==> src/rtl/core/qts_pkg.sv <==
// Shared constants for the two-stack queue: widths, status and command codes,
// register indexes and parameter defaults.
// No dependencies.
`timescale 1ns / 1ps
`default_nettype none

package qts_pkg;

  // Parameter defaults
  localparam int STACK_DEPTH_DEF = 256;
  localparam int VALUE_WIDTH_DEF = 32;

  // Fixed field widths
  localparam int CAP_W     = 9;
  localparam int DROP_W    = 9;
  localparam int STATUS_W  = 2;
  localparam int CFG_IDX_W = 1;

  // Configuration register indexes and reset value
  localparam logic [CFG_IDX_W-1:0] REG_IN_CAP  = 1'd0;
  localparam logic [CFG_IDX_W-1:0] REG_OUT_CAP = 1'd1;
  localparam logic [CAP_W-1:0]     CAP_RESET   = 9'd256;

  // Commands
  localparam logic CMD_ENQ = 1'b0;
  localparam logic CMD_DEQ = 1'b1;

  // Result status codes
  localparam logic [STATUS_W-1:0] ST_OK    = 2'd0;
  localparam logic [STATUS_W-1:0] ST_FULL  = 2'd1;
  localparam logic [STATUS_W-1:0] ST_EMPTY = 2'd2;

endpackage

`default_nettype wire

==> src/rtl/core/qts_ifs.sv <==
// Valid/ready channel interfaces for command transactions and result transactions.
// Depends on qts_pkg.
`timescale 1ns / 1ps
`default_nettype none

interface qts_in_if #(
  parameter int VALUE_WIDTH = qts_pkg::VALUE_WIDTH_DEF
);
  logic                          valid;
  logic                          ready;
  logic                          cmd;
  logic signed [VALUE_WIDTH-1:0] in_value;

  modport source (output valid, output cmd, output in_value, input ready);
  modport sink   (input valid, input cmd, input in_value, output ready);
endinterface

interface qts_out_if #(
  parameter int VALUE_WIDTH = qts_pkg::VALUE_WIDTH_DEF
);
  logic                          valid;
  logic                          ready;
  logic [qts_pkg::STATUS_W-1:0]  status;
  logic signed [VALUE_WIDTH-1:0] out_value;
  logic [qts_pkg::DROP_W-1:0]    dropped_count;

  modport source (output valid, output status, output out_value, output dropped_count,
                  input ready);
  modport sink   (input valid, input status, input out_value, input dropped_count,
                  output ready);
endinterface

`default_nettype wire

==> src/rtl/core/qts_ctrl.sv <==
// Sequencer for the two-stack queue: counters, capacity checks, element-by-element
// transfer between the stacks and the result register.
// Depends on qts_pkg and qts_ifs.
`timescale 1ns / 1ps
`default_nettype none

module qts_ctrl #(
  parameter int STACK_DEPTH = qts_pkg::STACK_DEPTH_DEF,
  parameter int VALUE_WIDTH = qts_pkg::VALUE_WIDTH_DEF,
  localparam int AW         = $clog2(STACK_DEPTH),
  localparam int CW         = $clog2(STACK_DEPTH + 1)
) (
  input  wire logic                          clk,
  input  wire logic                          rst,
  qts_in_if.sink                             in_ch,
  qts_out_if.source                          out_ch,
  input  wire logic                          cfg_we,
  input  wire logic [qts_pkg::CFG_IDX_W-1:0] cfg_index,
  input  wire logic [qts_pkg::CAP_W-1:0]     cfg_data,
  // in-stack memory
  output logic                               in_we,
  output logic [AW-1:0]                      in_waddr,
  output logic [VALUE_WIDTH-1:0]             in_wdata,
  output logic                               in_re,
  output logic [AW-1:0]                      in_raddr,
  input  wire logic [VALUE_WIDTH-1:0]        in_rdata,
  // out-stack memory
  output logic                               out_we,
  output logic [AW-1:0]                      out_waddr,
  output logic [VALUE_WIDTH-1:0]             out_wdata,
  output logic                               out_re,
  output logic [AW-1:0]                      out_raddr,
  input  wire logic [VALUE_WIDTH-1:0]        out_rdata
);

  localparam int CAPW = (CW > qts_pkg::CAP_W) ? CW : qts_pkg::CAP_W;
  localparam logic [CAPW-1:0] DEPTH_C = CAPW'(STACK_DEPTH);
  localparam logic [CAPW-1:0] ONE_C   = CAPW'(1);

  localparam logic [2:0] S_IDLE = 3'd0;
  localparam logic [2:0] S_XFER = 3'd1;
  localparam logic [2:0] S_POP  = 3'd2;
  localparam logic [2:0] S_WAIT = 3'd3;
  localparam logic [2:0] S_DONE = 3'd4;

  logic [2:0]                    state;
  logic [CW-1:0]                 in_count;
  logic [CW-1:0]                 out_count;
  logic [qts_pkg::CAP_W-1:0]     in_cap;
  logic [qts_pkg::CAP_W-1:0]     out_cap;
  logic [qts_pkg::STATUS_W-1:0]  res_status;
  logic [VALUE_WIDTH-1:0]        res_value;
  logic [CW-1:0]                 res_dropped;
  logic                          pend_valid;
  logic [AW-1:0]                 pend_addr;

  logic                          accept;
  logic                          is_enq;
  logic [CW-1:0]                 in_top;
  logic [CW-1:0]                 out_top;
  logic [CAPW-1:0]               in_cap_eff;
  logic [CAPW-1:0]               out_cap_eff;
  logic                          in_full;
  logic                          out_room;
  logic                          res_load;

  assign accept   = in_ch.valid && in_ch.ready;
  assign is_enq   = (in_ch.cmd == qts_pkg::CMD_ENQ);
  assign in_top   = in_count - CW'(1);
  assign out_top  = out_count - CW'(1);
  assign res_load = (state == S_DONE) && (!out_ch.valid || out_ch.ready);

  // Clamp capacities to one..depth
  always_comb begin
    if (in_cap == '0) begin
      in_cap_eff = ONE_C;
    end else if (CAPW'(in_cap) > DEPTH_C) begin
      in_cap_eff = DEPTH_C;
    end else begin
      in_cap_eff = CAPW'(in_cap);
    end
    if (out_cap == '0) begin
      out_cap_eff = ONE_C;
    end else if (CAPW'(out_cap) > DEPTH_C) begin
      out_cap_eff = DEPTH_C;
    end else begin
      out_cap_eff = CAPW'(out_cap);
    end
  end

  assign in_full  = CAPW'(in_count) >= in_cap_eff;
  assign out_room = CAPW'(out_count) < out_cap_eff;

  assign in_ch.ready = (state == S_IDLE);

  // Memory port control
  always_comb begin
    in_we     = accept && is_enq && !in_full;
    in_waddr  = in_count[AW-1:0];
    in_wdata  = in_ch.in_value;
    in_re     = (state == S_XFER) && (in_count != '0);
    in_raddr  = in_top[AW-1:0];
    out_we    = pend_valid;
    out_waddr = pend_addr;
    out_wdata = in_rdata;
    out_re    = (state == S_POP) ||
                (accept && !is_enq && (out_count != '0));
    out_raddr = out_top[AW-1:0];
  end

  // Configuration registers
  always_ff @(posedge clk) begin
    if (rst) begin
      in_cap  <= qts_pkg::CAP_RESET;
      out_cap <= qts_pkg::CAP_RESET;
    end else if (cfg_we) begin
      case (cfg_index)
        qts_pkg::REG_IN_CAP:  in_cap  <= cfg_data;
        qts_pkg::REG_OUT_CAP: out_cap <= cfg_data;
        default: ;
      endcase
    end
  end

  // Sequencer and counters
  always_ff @(posedge clk) begin
    if (rst) begin
      state      <= S_IDLE;
      in_count   <= '0;
      out_count  <= '0;
      pend_valid <= 1'b0;
    end else begin
      pend_valid <= 1'b0;
      case (state)
        S_IDLE: begin
          if (accept) begin
            res_dropped <= '0;
            res_value   <= '0;
            if (is_enq) begin
              res_status <= in_full ? qts_pkg::ST_FULL : qts_pkg::ST_OK;
              if (!in_full) begin
                in_count <= in_count + CW'(1);
              end
              state <= S_DONE;
            end else if (out_count != '0) begin
              out_count <= out_top;
              state     <= S_WAIT;
            end else if (in_count != '0) begin
              state <= S_XFER;
            end else begin
              res_status <= qts_pkg::ST_EMPTY;
              state      <= S_DONE;
            end
          end
        end
        S_XFER: begin
          // Move one entry per cycle, newest first; drop once the out-stack is full
          if (in_count != '0) begin
            in_count <= in_top;
            if (out_room) begin
              pend_valid <= 1'b1;
              pend_addr  <= out_count[AW-1:0];
              out_count  <= out_count + CW'(1);
            end else begin
              res_dropped <= res_dropped + CW'(1);
            end
          end else begin
            state <= S_POP;
          end
        end
        S_POP: begin
          out_count <= out_top;
          state     <= S_WAIT;
        end
        S_WAIT: begin
          res_status <= qts_pkg::ST_OK;
          res_value  <= out_rdata;
          state      <= S_DONE;
        end
        S_DONE: begin
          if (res_load) begin
            state <= S_IDLE;
          end
        end
        default: state <= S_IDLE;
      endcase
    end
  end

  // Result register
  always_ff @(posedge clk) begin
    if (rst) begin
      out_ch.valid <= 1'b0;
    end else if (res_load) begin
      out_ch.valid <= 1'b1;
    end else if (out_ch.ready) begin
      out_ch.valid <= 1'b0;
    end
  end

  always_ff @(posedge clk) begin
    if (res_load) begin
      out_ch.status        <= res_status;
      out_ch.out_value     <= res_value;
      out_ch.dropped_count <= qts_pkg::DROP_W'(res_dropped);
    end
  end

endmodule

`default_nettype wire

==> src/flat_wrapper.sv <==
// flat-port wrapper written by rule: the top's interface ports become plain ports
module qts_ctrl_flat 
#(
  parameter int STACK_DEPTH = qts_pkg::STACK_DEPTH_DEF,
  parameter int VALUE_WIDTH = qts_pkg::VALUE_WIDTH_DEF,
  localparam int AW         = $clog2(STACK_DEPTH),
  localparam int CW         = $clog2(STACK_DEPTH + 1)
)
  (clk, rst, cfg_we, cfg_index, cfg_data, in_we, in_waddr, in_wdata, in_re, in_raddr, in_rdata, out_we, out_waddr, out_wdata, out_re, out_raddr, out_rdata, in_ch_valid, in_ch_cmd, in_ch_in_value, in_ch_ready, out_ch_valid, out_ch_status, out_ch_out_value, out_ch_dropped_count, out_ch_ready);
  qts_in_if #(.VALUE_WIDTH(VALUE_WIDTH)) in_ch_i ();
  qts_out_if #(.VALUE_WIDTH(VALUE_WIDTH)) out_ch_i ();
  input  wire logic clk;
  input  wire logic rst;
  input  wire logic cfg_we;
  input  wire logic [qts_pkg::CFG_IDX_W-1:0] cfg_index;
  input  wire logic [qts_pkg::CAP_W-1:0] cfg_data;
  output logic in_we;
  output logic [AW-1:0] in_waddr;
  output logic [VALUE_WIDTH-1:0] in_wdata;
  output logic in_re;
  output logic [AW-1:0] in_raddr;
  input  wire logic [VALUE_WIDTH-1:0] in_rdata;
  output logic out_we;
  output logic [AW-1:0] out_waddr;
  output logic [VALUE_WIDTH-1:0] out_wdata;
  output logic out_re;
  output logic [AW-1:0] out_raddr;
  input  wire logic [VALUE_WIDTH-1:0] out_rdata;
  input wire logic [$bits(in_ch_i.valid)-1:0] in_ch_valid;
  input wire logic [$bits(in_ch_i.cmd)-1:0] in_ch_cmd;
  input wire logic [$bits(in_ch_i.in_value)-1:0] in_ch_in_value;
  output wire logic [$bits(in_ch_i.ready)-1:0] in_ch_ready;
  output wire logic [$bits(out_ch_i.valid)-1:0] out_ch_valid;
  output wire logic [$bits(out_ch_i.status)-1:0] out_ch_status;
  output wire logic [$bits(out_ch_i.out_value)-1:0] out_ch_out_value;
  output wire logic [$bits(out_ch_i.dropped_count)-1:0] out_ch_dropped_count;
  input wire logic [$bits(out_ch_i.ready)-1:0] out_ch_ready;
  assign in_ch_i.valid = in_ch_valid;
  assign in_ch_i.cmd = in_ch_cmd;
  assign in_ch_i.in_value = in_ch_in_value;
  assign in_ch_ready = in_ch_i.ready;
  assign out_ch_valid = out_ch_i.valid;
  assign out_ch_status = out_ch_i.status;
  assign out_ch_out_value = out_ch_i.out_value;
  assign out_ch_dropped_count = out_ch_i.dropped_count;
  assign out_ch_i.ready = out_ch_ready;
  qts_ctrl #(.STACK_DEPTH(STACK_DEPTH), .VALUE_WIDTH(VALUE_WIDTH)) u_core (.clk(clk), .rst(rst), .in_ch(in_ch_i), .out_ch(out_ch_i), .cfg_we(cfg_we), .cfg_index(cfg_index), .cfg_data(cfg_data), .in_we(in_we), .in_waddr(in_waddr), .in_wdata(in_wdata), .in_re(in_re), .in_raddr(in_raddr), .in_rdata(in_rdata), .out_we(out_we), .out_waddr(out_waddr), .out_wdata(out_wdata), .out_re(out_re), .out_raddr(out_raddr), .out_rdata(out_rdata));
endmodule
==> config.mk <==
export PLATFORM = sky130hd
export DESIGN_NAME = qts_ctrl_flat
export DESIGN_NICKNAME = d
export VERILOG_FILES = /design/src/rtl/core/qts_pkg.sv /design/src/rtl/core/qts_ifs.sv /design/src/rtl/core/qts_ctrl.sv /design/src/flat_wrapper.sv
export SDC_FILE = /design/constraint.sdc
export NUM_CORES = 1
export LEC_CHECK = 0
export ABC_AREA = 1
export BUFFER_PORTS_ARGS = -buffer_cell sky130_fd_sc_hd__buf_4
export CAP_MARGIN = 30
export CORE_MARGIN = 8
export CORE_UTILIZATION = 25
export CTS_CLUSTER_DIAMETER = 80
export CTS_CLUSTER_SIZE = 12
export DETAILED_ROUTE_END_ITERATION = 8
export GPL_TIMING_DRIVEN = 0
export PLACE_DENSITY = 0.42
export SYNTH_ARGS = -nofsm -noshare
export SYNTH_HDL_FRONTEND = slang
export SYNTH_SLANG_ARGS = --single-unit
==> constraint.sdc <==
create_clock -name clk -period 9.6 [get_ports clk]
set_input_delay 0.48 -clock clk [delete_from_list [all_inputs] [get_ports clk]]
set_output_delay 0.48 -clock clk [all_outputs]
set_load 0.01 [all_outputs]
# Word-level counts from Yosys, hierarchy flattened
# Index checks and enable logic that the tools add are counted.
# Widths: inputs -> output; s select.
[op_classes]
addsub = 5
magnitude_cmp = 4
n_eq_ne = 16
mux = 37
bitwise = 5
n_reduce_logical = 30
[ops]
columns = ["op", "count"]
rows = [
  ["$mux 9", 16],
  ["$pmux 32 s2", 1],
  ["$pmux 9 s2", 2],
  ["$mux 32", 1],
  ["$add 9x1->9 const B", 3],
  ["$pmux 9 s3", 1],
  ["$gt 9x9->1 const B", 2],
  ["$logic_not 9->1", 2],
  ["$mux 3", 6],
  ["$reduce_bool 9->1", 2],
  ["$sub 9x1->9 const B", 2],
  ["$ne 2x2->1 const B", 8],
  ["$pmux 3 s5", 1],
  ["$reduce_and 5->1", 3],
  ["$ge 9x9->1", 1],
  ["$lt 9x9->1", 1],
  ["$mux 2", 4],
  ["$logic_and 1x1->1", 7],
  ["$eq 3x2->1 const B", 2],
  ["$ne 3x3->1 const B", 2],
  ["$reduce_and 3->1", 2],
  ["$reduce_and 6->1", 1],
  ["$reduce_bool 2->1", 3],
  ["$not 1->1", 5],
  ["other kinds (12)", 19],
]
[totals]
reg_bits = 135
inputBits = 112
elab_cells = 111

# Depth between registers and ports, before layout
# Gate-level depths: netlist of run 1.
[logic_depth]
ltp_word = 8
mapped_depth = 16
ltp_nobuf = 16

# Least setup slack after synthesis of run 1
# OpenSTA, ideal clock, no wires.
[synth_timing]
path_type = "in2reg"
startpoint = "input out_ch_ready"
endpoint = "register u_core.out_ch.dropped_count[0] (enable)"
setup_ps = 554
arrival_time_ps = 4690
slack_ps = 4356
cell_stages = 2
cell_sequence = "nor2_1 -> nor4_1"
[synth_between]
elab_chain_len = 2
[synth_lines]
columns = ["element", "line", "rtl"]
rows = [
  ["from (decl)", "flat_wrapper.sv:37", "input wire logic [$bits(out_ch_i.ready)-1:0] out_ch_ready;"],
  ["$logic_or 1x1->1", "qts_ctrl.sv:71", "assign res_load = (state == S_DONE) && (!out_ch.valid || out_ch.ready);"],
  ["$logic_and 1x1->1", "qts_ctrl.sv:71", ""],
  ["net u_core.res_load", "qts_ctrl.sv:65", "logic res_load;"],
  ["to (signal assigned)", "qts_ctrl.sv:205", "out_ch.dropped_count <= qts_pkg::DROP_W'(res_dropped);"],
  ["to (decl)", "qts_ifs.sv:27", "modport source (output valid, output status, output out_value, output dropped_count,"],
]
# The timed path passes the listed nets, and every way through them passes these cells.
# A chain may end at the register's enable or synchronous reset.

# Worst setup path after layout of run 1
[layout_timing]
startpoint = "register u_core.in_cap[0] (netlist name)"
endpoint = "output in_we"
[layout_between]
elab_chain_len = 6
elab_cells_between_ends = 7
[layout_lines]
columns = ["element", "line", "rtl"]
rows = [
  ["from (decl)", "qts_ctrl.sv:49", "logic [qts_pkg::CAP_W-1:0] in_cap;"],
  ["from (signal assigned)", "qts_ctrl.sv:114", "in_cap <= qts_pkg::CAP_RESET;"],
  ["from (signal assigned)", "qts_ctrl.sv:118", "qts_pkg::REG_IN_CAP: in_cap <= cfg_data;"],
  ["$gt 9x9->1", "qts_ctrl.sv:77", "end else if (CAPW'(in_cap) > DEPTH_C) begin"],
  ["$mux 9", "qts_ctrl.sv:77", ""],
  ["$mux 9 (*)", "qts_ctrl.sv:75", "if (in_cap == '0) begin"],
  ["$ge 9x9->1 (*)", "qts_ctrl.sv:91", "assign in_full = CAPW'(in_count) >= in_cap_eff;"],
  ["$logic_not 1->1 (*)", "qts_ctrl.sv:98", "in_we = accept && is_enq && !in_full;"],
  ["$logic_and 1x1->1 (*)", "qts_ctrl.sv:98", ""],
  ["to (decl)", "flat_wrapper.sv:17", "output logic in_we;"],
]
# Mark *: on every way between the ends. The rest lies on a longest branch, timed or not.

==> results of run 1 <==
## power by group through the flow
stage | registers (mW) | clock network (mW) | logic (mW)
2_1_floorplan | 0.968 | 0 | 0.750
3_3_place_gp | 0.979 | 0 | 1.24
3_5_place_dp | 0.963 | 0 | 1.28
4_1_cts | 0.951 | 0.711 | 1.28
5_1_grt | 0.971 | 0.735 | 1.40
6_report | 0.949 | 0.690 | 1.25
## worst max-delay path, delay by kind of cell (launching register included)
kind,cells,cell delay [ns]
and+or+nand+nor,6,0.81
adders and majority gates,1,0.26
DFF,1,0.33
buffers and inverters,3,0.35
AOI/OAI and AO/OA,2,0.50
## path summary, 6_finish.rpt
check / cells past startpoint / start / to / slack, ns
max reg2reg: 13 / u_core.out_cap[6] / u_core.res_dropped[4] / 6.74
min reg2reg: 0 / u_core.res_value[30] / u_core.out_ch.out_value[30] / 0.41
min: 2 / rst / u_core.out_we / 0.27
max: 12 / u_core.in_cap[0] / in_we / 6.47
## stage by stage
stage	setup slack, ns	cells	utilization, %
floorplan	4.36	736	-
detailed placement	6.66	1276	32.7
finish	6.47	1308	35.0
global placement	1.90	1269	32.3
global route	6.21	1308	35.0
CTS	6.47	1308	35.0
## logic make-up (layout without fill, tap and decap cells)
group | count (synthesis) | in the layout | synth area share [%]
simple gates | 313 | 313 | 19.9
fa+ha+maj | 23 | 23 | 4.22
xor+xnor | 22 | 22 | 2.83
flops | 135 | 135 | 53.5
compound gates | 68 | 68 | 5.44
buf+inv | 175 | 406 | 14.1
## cells in the final DEF (no fill, tap or decap), types with 4 or more instances in the layout
cell and n:
a21oi_1 24, buf_1 5, buf_2 4, buf_4 270
buf_6 4, clkbuf_1 4, clkbuf_16 17, dfxtp_1 41
edfxtp_1 94, ha_1 23, inv_1 75, inv_2 10
inv_6 6, inv_8 4, nand2_1 113, nand2_2 4
nand3_1 27, nand4_1 10, nor2_1 134, nor3_1 5
o21ai_0 29, xor2_1 20
## sequential cells by signal, summed over array words and instances, names as in the netlist
name                         cells
u_core.out_waddr                 8
u_core.in_cap                    9
u_core.out_count                 9
u_core.out_cap                   9
u_core.out_we                    1
u_core.res_dropped               9
u_core.out_ch.out_value         32
u_core.out_ch.valid              1
u_core.res_value                32
u_core.in_count                  9
u_core.state                     3
u_core.out_ch.dropped_count      9
u_core.out_ch.status             2
u_core.res_status                2
## per-layer routing
| metal | part of all wire [%] | vias up | track usage, % |
|---|---|---|---|
| li1 | - | 2761 | - |
| met1 | 48 | 2390 | 14.2 |
| met2 | 44 | 202 | 17.4 |
| met3 | 6.4 | 18 | 3.47 |
| met4 | 1.5 | 0 | 3.41 |
| met5 | 0 | - | 0 |
## cell type report
cell class	instances	area (um2)	share of cell area, %
tap	341	427	4.54
clock buffer	17	425	4.53
sequential	135	3640	38.8
inverter	86	323	3.43
timing repair buffer	199	1520	16.1
clock inverter	15	198	2.10
buffer	89	636	6.76
multi-input combinational	426	2230	23.7
==> metrics, run 1 <==
CP max stage delay 0.33 ns; ys async rst share 0%; register area share after synthesis 53.5%; die area 0.0328 mm2; CP Cell Sequence nor4_1 -> and3_1 -> nor2_1 -> inv_1 -> nand2_1 -> ha_1 -> nand2_1 -> inv_1 -> a21oi_1 -> nand3_1 -> a21oi_1 -> buf_4; clock group share of total power 23.9%; top cells by area, synth edfxtp_1 (41%), dfxtp_1 (12%), buf_4 (8.0%); Net Count, Synth 871; vias in the first global route 5586; endpoints failing setup 0; area of placed instances 0.00878 mm2; I/O pins 257; Design Power 2.89 mW; max cap viols 0; post-CTS resize count 0; Slew headroom 41.2%; area leader, netlist edfxtp_1; switching power 1.13 mW; GR Util All Layers 11.0%; Synth cell types 40; CP Max Fanout 4; Final Hold Viols 0; leakage power 4.33 nW; Setup crit end kind output port; Nets 1089; first-pass detailed-route iteration total 4; switch share 39.1%; Synth Register Bits 135; fmax 319 MHz; Worst Max-Slew Pin Slew 0.878 ns; H-tree depth 4; largest net degree at the start of global routing 23; Post-synth EDFFs 94; clock sinks 135; ANT cells 0; Port Buf Inserts 192; setup bufs post-CTS 0; RSZ-0062 raised after global routing no; TritonCTS buffer count 17; status finished, final reports clean; GR Overflow Total 0; sequential share of power 32.8%; final setup TNS 0 ns; routed vias 5371; Setup CP Type reg -> out; Post-Route WL 18.5 mm; CTS tree done; starting density of the core 25.3%; synthesized area per cell 9.25 um2; wire per inst 14.2 um; maximum vdd drop 0.000118 V; first-pass GRT wire length 29.0 mm; minimum clock period 3.13 ns; dominant cell by count in the synthesized netlist nor2_1; core outline area 0.0269 mm2; CTS Hold Bufs 0; DPL Wire Length 14.6 mm; Comb pwr share 43.3%; Setup crit start kind register; Root Buffer clkbuf_16; worst endpoint required time 9.12 ns; initial antenna violation count 0; Final ANT Viol Nets 0; clk_lat worst skew 0.42 ns; worst hold path class in -> reg; Power Dens Cells 308 mW/mm2; Post-synth top cells nor2_1 (135), nand2_1 (113), edfxtp_1 (94); Avg Vias per Cell 4.11; Slowest cell on crit path dfxtp_1; Clk pin slew, worst setup/hold paths 0.07 ns; FP Rows 60; Die Span X 181 um; routability cong. 0.786; Period Utilization, post-route 32.6%; max-slew violations 0; Mapped Cells 736; Synth top area share 41.4%; DR iter-0 viols 276; Synth Flop Type edfxtp_1; area grow syn2layout 38.0%; Remaining DRCs 0; Hold Slack 0.271 ns; layout cells sized above 1 35.2%; Filler cells 2791; Finished Cell Area 0.00940 mm2; Mapped Area 0.00681 mm2; CTS Buffer Depth 2; Worst EP arrival 2.65 ns; die span in y 181 um; clock skew 0.00898 ns; Syn. warnings 0; Pint 1.76 mW
(Power assumes the default switching activity.)
==> inputs of run 2 (changes only) <==
==> constraint.sdc (replaced) <==
create_clock -name clk -period 3.15 [get_ports clk]
set_input_delay 0.1575 -clock clk [delete_from_list [all_inputs] [get_ports clk]]
set_output_delay 0.1575 -clock clk [all_outputs]
set_load 0.01 [all_outputs]
==> metrics, run 2 (synthesized netlist as in run 1, its figures left out) <==
Seq. cell area 0.00364 mm2; max-slew violations 0; met1 global-route usage 13.7%; first-pass detailed-route iteration total 4; FP Rows 60; wire per inst 14.1 um; I/O pins 257; Place WS 0.242 ns; Remaining DRCs 0; status finished, final reports clean; Post-Route WL 18.5 mm; Nets 1097; Final Core Density 35.4%; first-pass GRT wire length 29.5 mm; vias in the first global route 5628; Filler cells 2847; maximum vdd drop 0.000399 V; die span in y 181 um; Hold Slack 0.0271 ns; RSZ-0062 raised after global routing no; Port Buf Inserts 192; final setup TNS 0 ns; CTS tree done; clk_lat worst skew 0.42 ns; Avg Vias per Cell 4.12; routed vias 5418; commonest non-fill, non-tap cell in the layout buf_4; endpoints failing setup 0; Design Power 8.83 mW; met2 Use GR 18.9%; area occupied by multi-input gates 0.00224 mm2; Setup crit end kind output port; Largest regs u_core.out_ch.out_value: 32 flops, u_core.res_value: 32 flops; TritonCTS buffer count 17; DR iter-0 viols 273; CTS Buffer Depth 2; Post-Place Cells 1274; GR Util All Layers 11.2%; M3 GR Usage 3.85%; routability cong. 0.778; layout cells sized above 1 34.9%; fmax 353 MHz; Slew headroom 52.0%; Worst EP arrival 2.68 ns; Root Buffer clkbuf_16; CP Max Fanout 4; largest net degree at the start of global routing 23; core outline area 0.0269 mm2; H-tree depth 4; max cap viols 0; Final ANT Viol Nets 0; Final Non-Filler Cells 1316; leakage power 4.37 nW; GR peak layer met2; initial antenna violation count 0; area of placed instances 0.00878 mm2; Final Hold Viols 0; clock sinks 135; Worst Max-Slew Pin Slew 0.715 ns; Setup crit start kind register; ANT cells 0; die area 0.0328 mm2; area grow syn2layout 39.6%; GR Overflow Total 0; minimum clock period 2.83 ns; Finished Cell Area 0.00951 mm2; worst hold path class in -> reg; DPL Wire Length 14.7 mm; clock skew 0.0123 ns; Power Dens Cells 929 mW/mm2; Clk pin slew, worst setup/hold paths 0.07 ns; Period Utilization, post-route 89.9%; worst endpoint required time 2.99 ns; starting density of the core 25.3%; Die Span X 181 um; Setup CP Type reg -> out; most frequent cells in the layout buf_4 (266), nor2_1 (133), nand2_1 (113), edfxtp_1 (94), inv_1 (75); post-route setup slack 0.317 ns
## run 2: area by class of cell
class                           instances  share of cell area (%)
Buffer                                 89                    6.68
Timing Repair Buffer                  207                    17.0
Inverter                               86                    3.39
Clock buffer                           17                    4.47
Clock inverter                         15                    2.07
Tap cell                              341                    4.49
Sequential cell                       135                    38.3
Multi-Input combinational cell        426                    23.6
## run 2: critical path, cell delays in order, from the launching register on
cell and delay (ns):
dfxtp_1 0.33, nor4_1 0.25, and3_1 0.20, nor2_1 0.05, inv_1 0.11, nand2_1 0.07, ha_1 0.27, nand2_1 0.06
inv_1 0.05, a21oi_1 0.22, nand3_1 0.23, a21oi_2 0.26, buf_4 0.16
## run 2: report_power, final
part / internal [mW] / switching (mW) / leakage (nW) / total [mW]
logic: 1.58 / 2.25 / 2.85 / 3.83
clock network: 1.22 / 0.880 / 0.308 / 2.10
registers: 2.58 / 0.318 / 1.22 / 2.90
## run 2: final timing paths
| kind | startpoint | end | slack [ns] | depth (start not counted) |
|---|---|---|---|---|
| hold / removal | out_rdata[20] | u_core.res_value[20] | 0.03 | 3 |
| setup / recovery | u_core.in_cap[0] | in_we | 0.32 | 12 |
| setup reg to reg | u_core.in_cap[0] | u_core.in_count[1] | 0.47 | 15 |
| hold reg to reg | u_core.res_value[5] | u_core.out_ch.out_value[5] | 0.42 | 0 |
## run 2: repair_timing
item                                   in CTS  in global routing
hold buffers                               10                  0
endpoints found under the hold margin      15                  0
buffers inserted                            0                  0
setup endpoints to repair                   0                 10
gates resized for setup                     0                  2
## run 2: per-layer routing
metal / wire, um / vias to the layer above
li1: - / 2779
met1: 8580 / 2437
met2: 8610 / 189
met3: 1200 / 13
met4: 130 / 0
met5: 0 / -
==> inputs of run 3 (changes only) <==
--- a/config.mk
+++ b/config.mk
@@ -5,7 +5,6 @@
 export SDC_FILE = /design/constraint.sdc
 export NUM_CORES = 1
 export LEC_CHECK = 0
-export ABC_AREA = 1
 export BUFFER_PORTS_ARGS = -buffer_cell sky130_fd_sc_hd__buf_4
 export CAP_MARGIN = 30
 export CORE_MARGIN = 8
@@ -14,7 +13,7 @@
 export CTS_CLUSTER_SIZE = 12
 export DETAILED_ROUTE_END_ITERATION = 8
 export GPL_TIMING_DRIVEN = 0
-export PLACE_DENSITY = 0.42
+export PLACE_DENSITY = 0.43
 export SYNTH_ARGS = -nofsm -noshare
 export SYNTH_HDL_FRONTEND = slang
 export SYNTH_SLANG_ARGS = --single-unit
==> metrics, run 3 <==
status finished, final reports clean; CP Max Fanout 10; Nets 972; sequential share of power 36.9%; Post-synth EDFFs 94; Die Span X 179 um; first-pass GRT wire length 28.7 mm; Post-Synth XOR/XNOR Area 2.79%; core outline area 0.0260 mm2; Synth cell types 53; largest net degree at the start of global routing 30; register area share after synthesis 55.2%; WHS Endpoint u_core.in_cap[2]; Net Count, Synth 750; Final Hold Viols 0; Synth Area in Compound Gates 9.06%; Final ANT Viol Nets 0; Place WS -0.0869 ns; Synth Flop Type edfxtp_1; synthesized area per cell 10.7 um2; Mapped Cells 615; Design Power 6.87 mW; TritonCTS buffer count 17; maximum vdd drop 0.000292 V; switching power 2.30 mW; Syn. warnings 0; clock sinks 135; CTS Buffer Depth 2; Worst EP arrival 3.08 ns; DPL Wire Length 14.8 mm; multiplexer area fraction after synthesis 0.322%; R2R Path Start u_core.in_count[0]; Slew headroom 50.7%; Finished Cell Area 0.00918 mm2; layout cells sized above 1 37.3%; Remaining DRCs 0; adder-cell share of the synthesized area 4.36%; Avg Vias per Cell 4.31; Power Dens Cells 748 mW/mm2; Final Core Density 35.3%; Critical R2R Capture u_core.res_dropped[7]; die span in y 179 um; R2R Setup Slk 0.24 ns; Synth Area in Simple Gates 17.0%; leakage power 3.71 nW; Worst R2R Path Depth 9; Pint 4.57 mW; minimum clock period 2.91 ns; area grow syn2layout 39.0%; Final Non-Filler Cells 1185; Setup crit end kind register; CTS tree done; switch share 33.5%; Port Buf Inserts 191; Largest regs u_core.out_ch.out_value: 32 flops, u_core.res_value: 32 flops; routed vias 5113; endpoints failing setup 0; wire per inst 16.0 um; die area 0.0319 mm2; Period Utilization, post-route 92.3%; Post-Route WL 19.0 mm; H-tree depth 4; routability cong. 0.809; Filler cells 2698; Post-Place Cells 1144; FP Rows 59; clk_lat worst skew 0.41 ns; Setup CP Type reg -> reg; top cells by area, synth edfxtp_1 (43%), dfxtp_1 (12%), buf_4 (8.3%); Mapped Area 0.00660 mm2; first-pass detailed-route iteration total 4; vias in the first global route 5466; Post-synth top cells edfxtp_1 (94), nand2_1 (75), buf_4 (73); most frequent cells in the layout buf_4 (264), edfxtp_1 (94), nand2_1 (75), a21oi_1 (48), dfxtp_1 (41); Synth top area share 42.8%; M3 GR Usage 3.77%; post-route setup slack 0.244 ns; worst hold path class in -> reg; Worst Max-Slew Pin Slew 0.738 ns; area of placed instances 0.00851 mm2; clock group share of total power 27.3%; GR peak layer met2; Comb pwr share 35.8%; Worst Hold Path Cells 3; Root Buffer clkbuf_16; Setup crit start kind register; met1 global-route usage 14.4%; Clk pin slew, worst setup/hold paths 0.06 ns; area leader, netlist edfxtp_1; I/O pins 257; max cap viols 0; largest family of logic cells by synthesized area simple AND/OR/NAND/NOR gates; Hold Path Origin cfg_data[2]; commonest non-fill, non-tap cell in the layout buf_4; GR Overflow Total 0; met2 Use GR 18.9%; GR Util All Layers 11.6%; max-slew violations 0; dominant cell by count in the synthesized netlist edfxtp_1; ANT cells 0; final setup TNS 0 ns; RSZ-0062 raised after global routing no; Hold Slack 0.0159 ns; Synth Register Bits 135; worst endpoint required time 3.32 ns; ys async rst share 0%; fmax 344 MHz; initial antenna violation count 0; starting density of the core 25.4%; DR iter-0 viols 214; clock skew 0.0103 ns
run 3: cell count changes after synthesis, sizes merged, moves of 22 or more:
cell,previous run,this run
nor2,139,34
inv,85,12
nand2,118,75
and2,0,36
a21oi,26,48
nand3,30,8
run 3: repair_timing:
action                                 4_1_cts  5_1_grt
buffers inserted                             0        1
endpoints found under the hold margin       11        0
setup endpoints to repair                    9        9
pin swaps                                    0        1
resized for setup                            1        0
hold buffers                                 8        0
run 3: cells by family after synthesis:
| logic type | count (synthesis) |
|---|---|
| and+or+nand+nor | 218 |
| DFF | 135 |
| buffers and inverters | 118 |
| AOI/OAI and AO/OA | 98 |
| adders and majority gates | 23 |
| xor gates and xnor gates | 21 |
| muxes | 2 |
run 3: final cells by class:
| class | count | area, um2 | share of cell area (%) |
|---|---|---|---|
| Timing Repair Buffer | 203 | 1580 | 17.2 |
| Clock buffer | 18 | 429 | 4.68 |
| Clock inverter | 14 | 128 | 1.39 |
| Buffer | 102 | 687 | 7.48 |
| Multi-Input combinational cell | 362 | 2230 | 24.3 |
| Tap cell | 335 | 419 | 4.57 |
| Sequential cell | 135 | 3640 | 39.7 |
| Inverter | 16 | 60.1 | 0.654 |
run 3: worst max-delay path by stage:
stage,startpoint,end,slack [ns],cells after the start
5_1_grt,u_core.in_cap[8],u_core.in_count[1],0.03,10
3_5_place_dp,u_core.in_count[0],u_core.res_dropped[8],-0.09,8
6_report,u_core.in_count[0],u_core.res_dropped[7],0.24,9
4_1_cts,u_core.in_count[0],u_core.res_dropped[7],0.09,8
2_1_floorplan,u_core.state[2],u_core.res_status[0],0.18,7
3_3_place_gp,u_core.state[2],u_core.res_status[1],-1.09,7
run 3: metal layers:
layer	wire (um)	vias to the layer above
met4	129	0
met5	0	-
met3	1470	12
met1	8530	2337
met2	8860	217
li1	-	2547
run 3: critical path, cell delays in order, from the launching register on:
cell and delay (ns):
dfxtp_1 0.38, inv_1 0.22, ha_1 0.28, nor3b_2 0.43
a31o_2 0.30, nand2_1 0.09, nand2_1 0.24, clkbuf_1 0.48
nor3_4 0.07, buf_12 0.17
run 3: power groups by stage:
stage,Sequential (mW),Clock [mW],Combinational [mW]
after CTS,2.54,1.94,2.52
after global placement,2.59,0,2.46
after detailed placement,2.58,0,2.49
after floorplan,2.61,0,1.29
after global routing,2.58,2.01,2.71
final,2.53,1.87,2.46
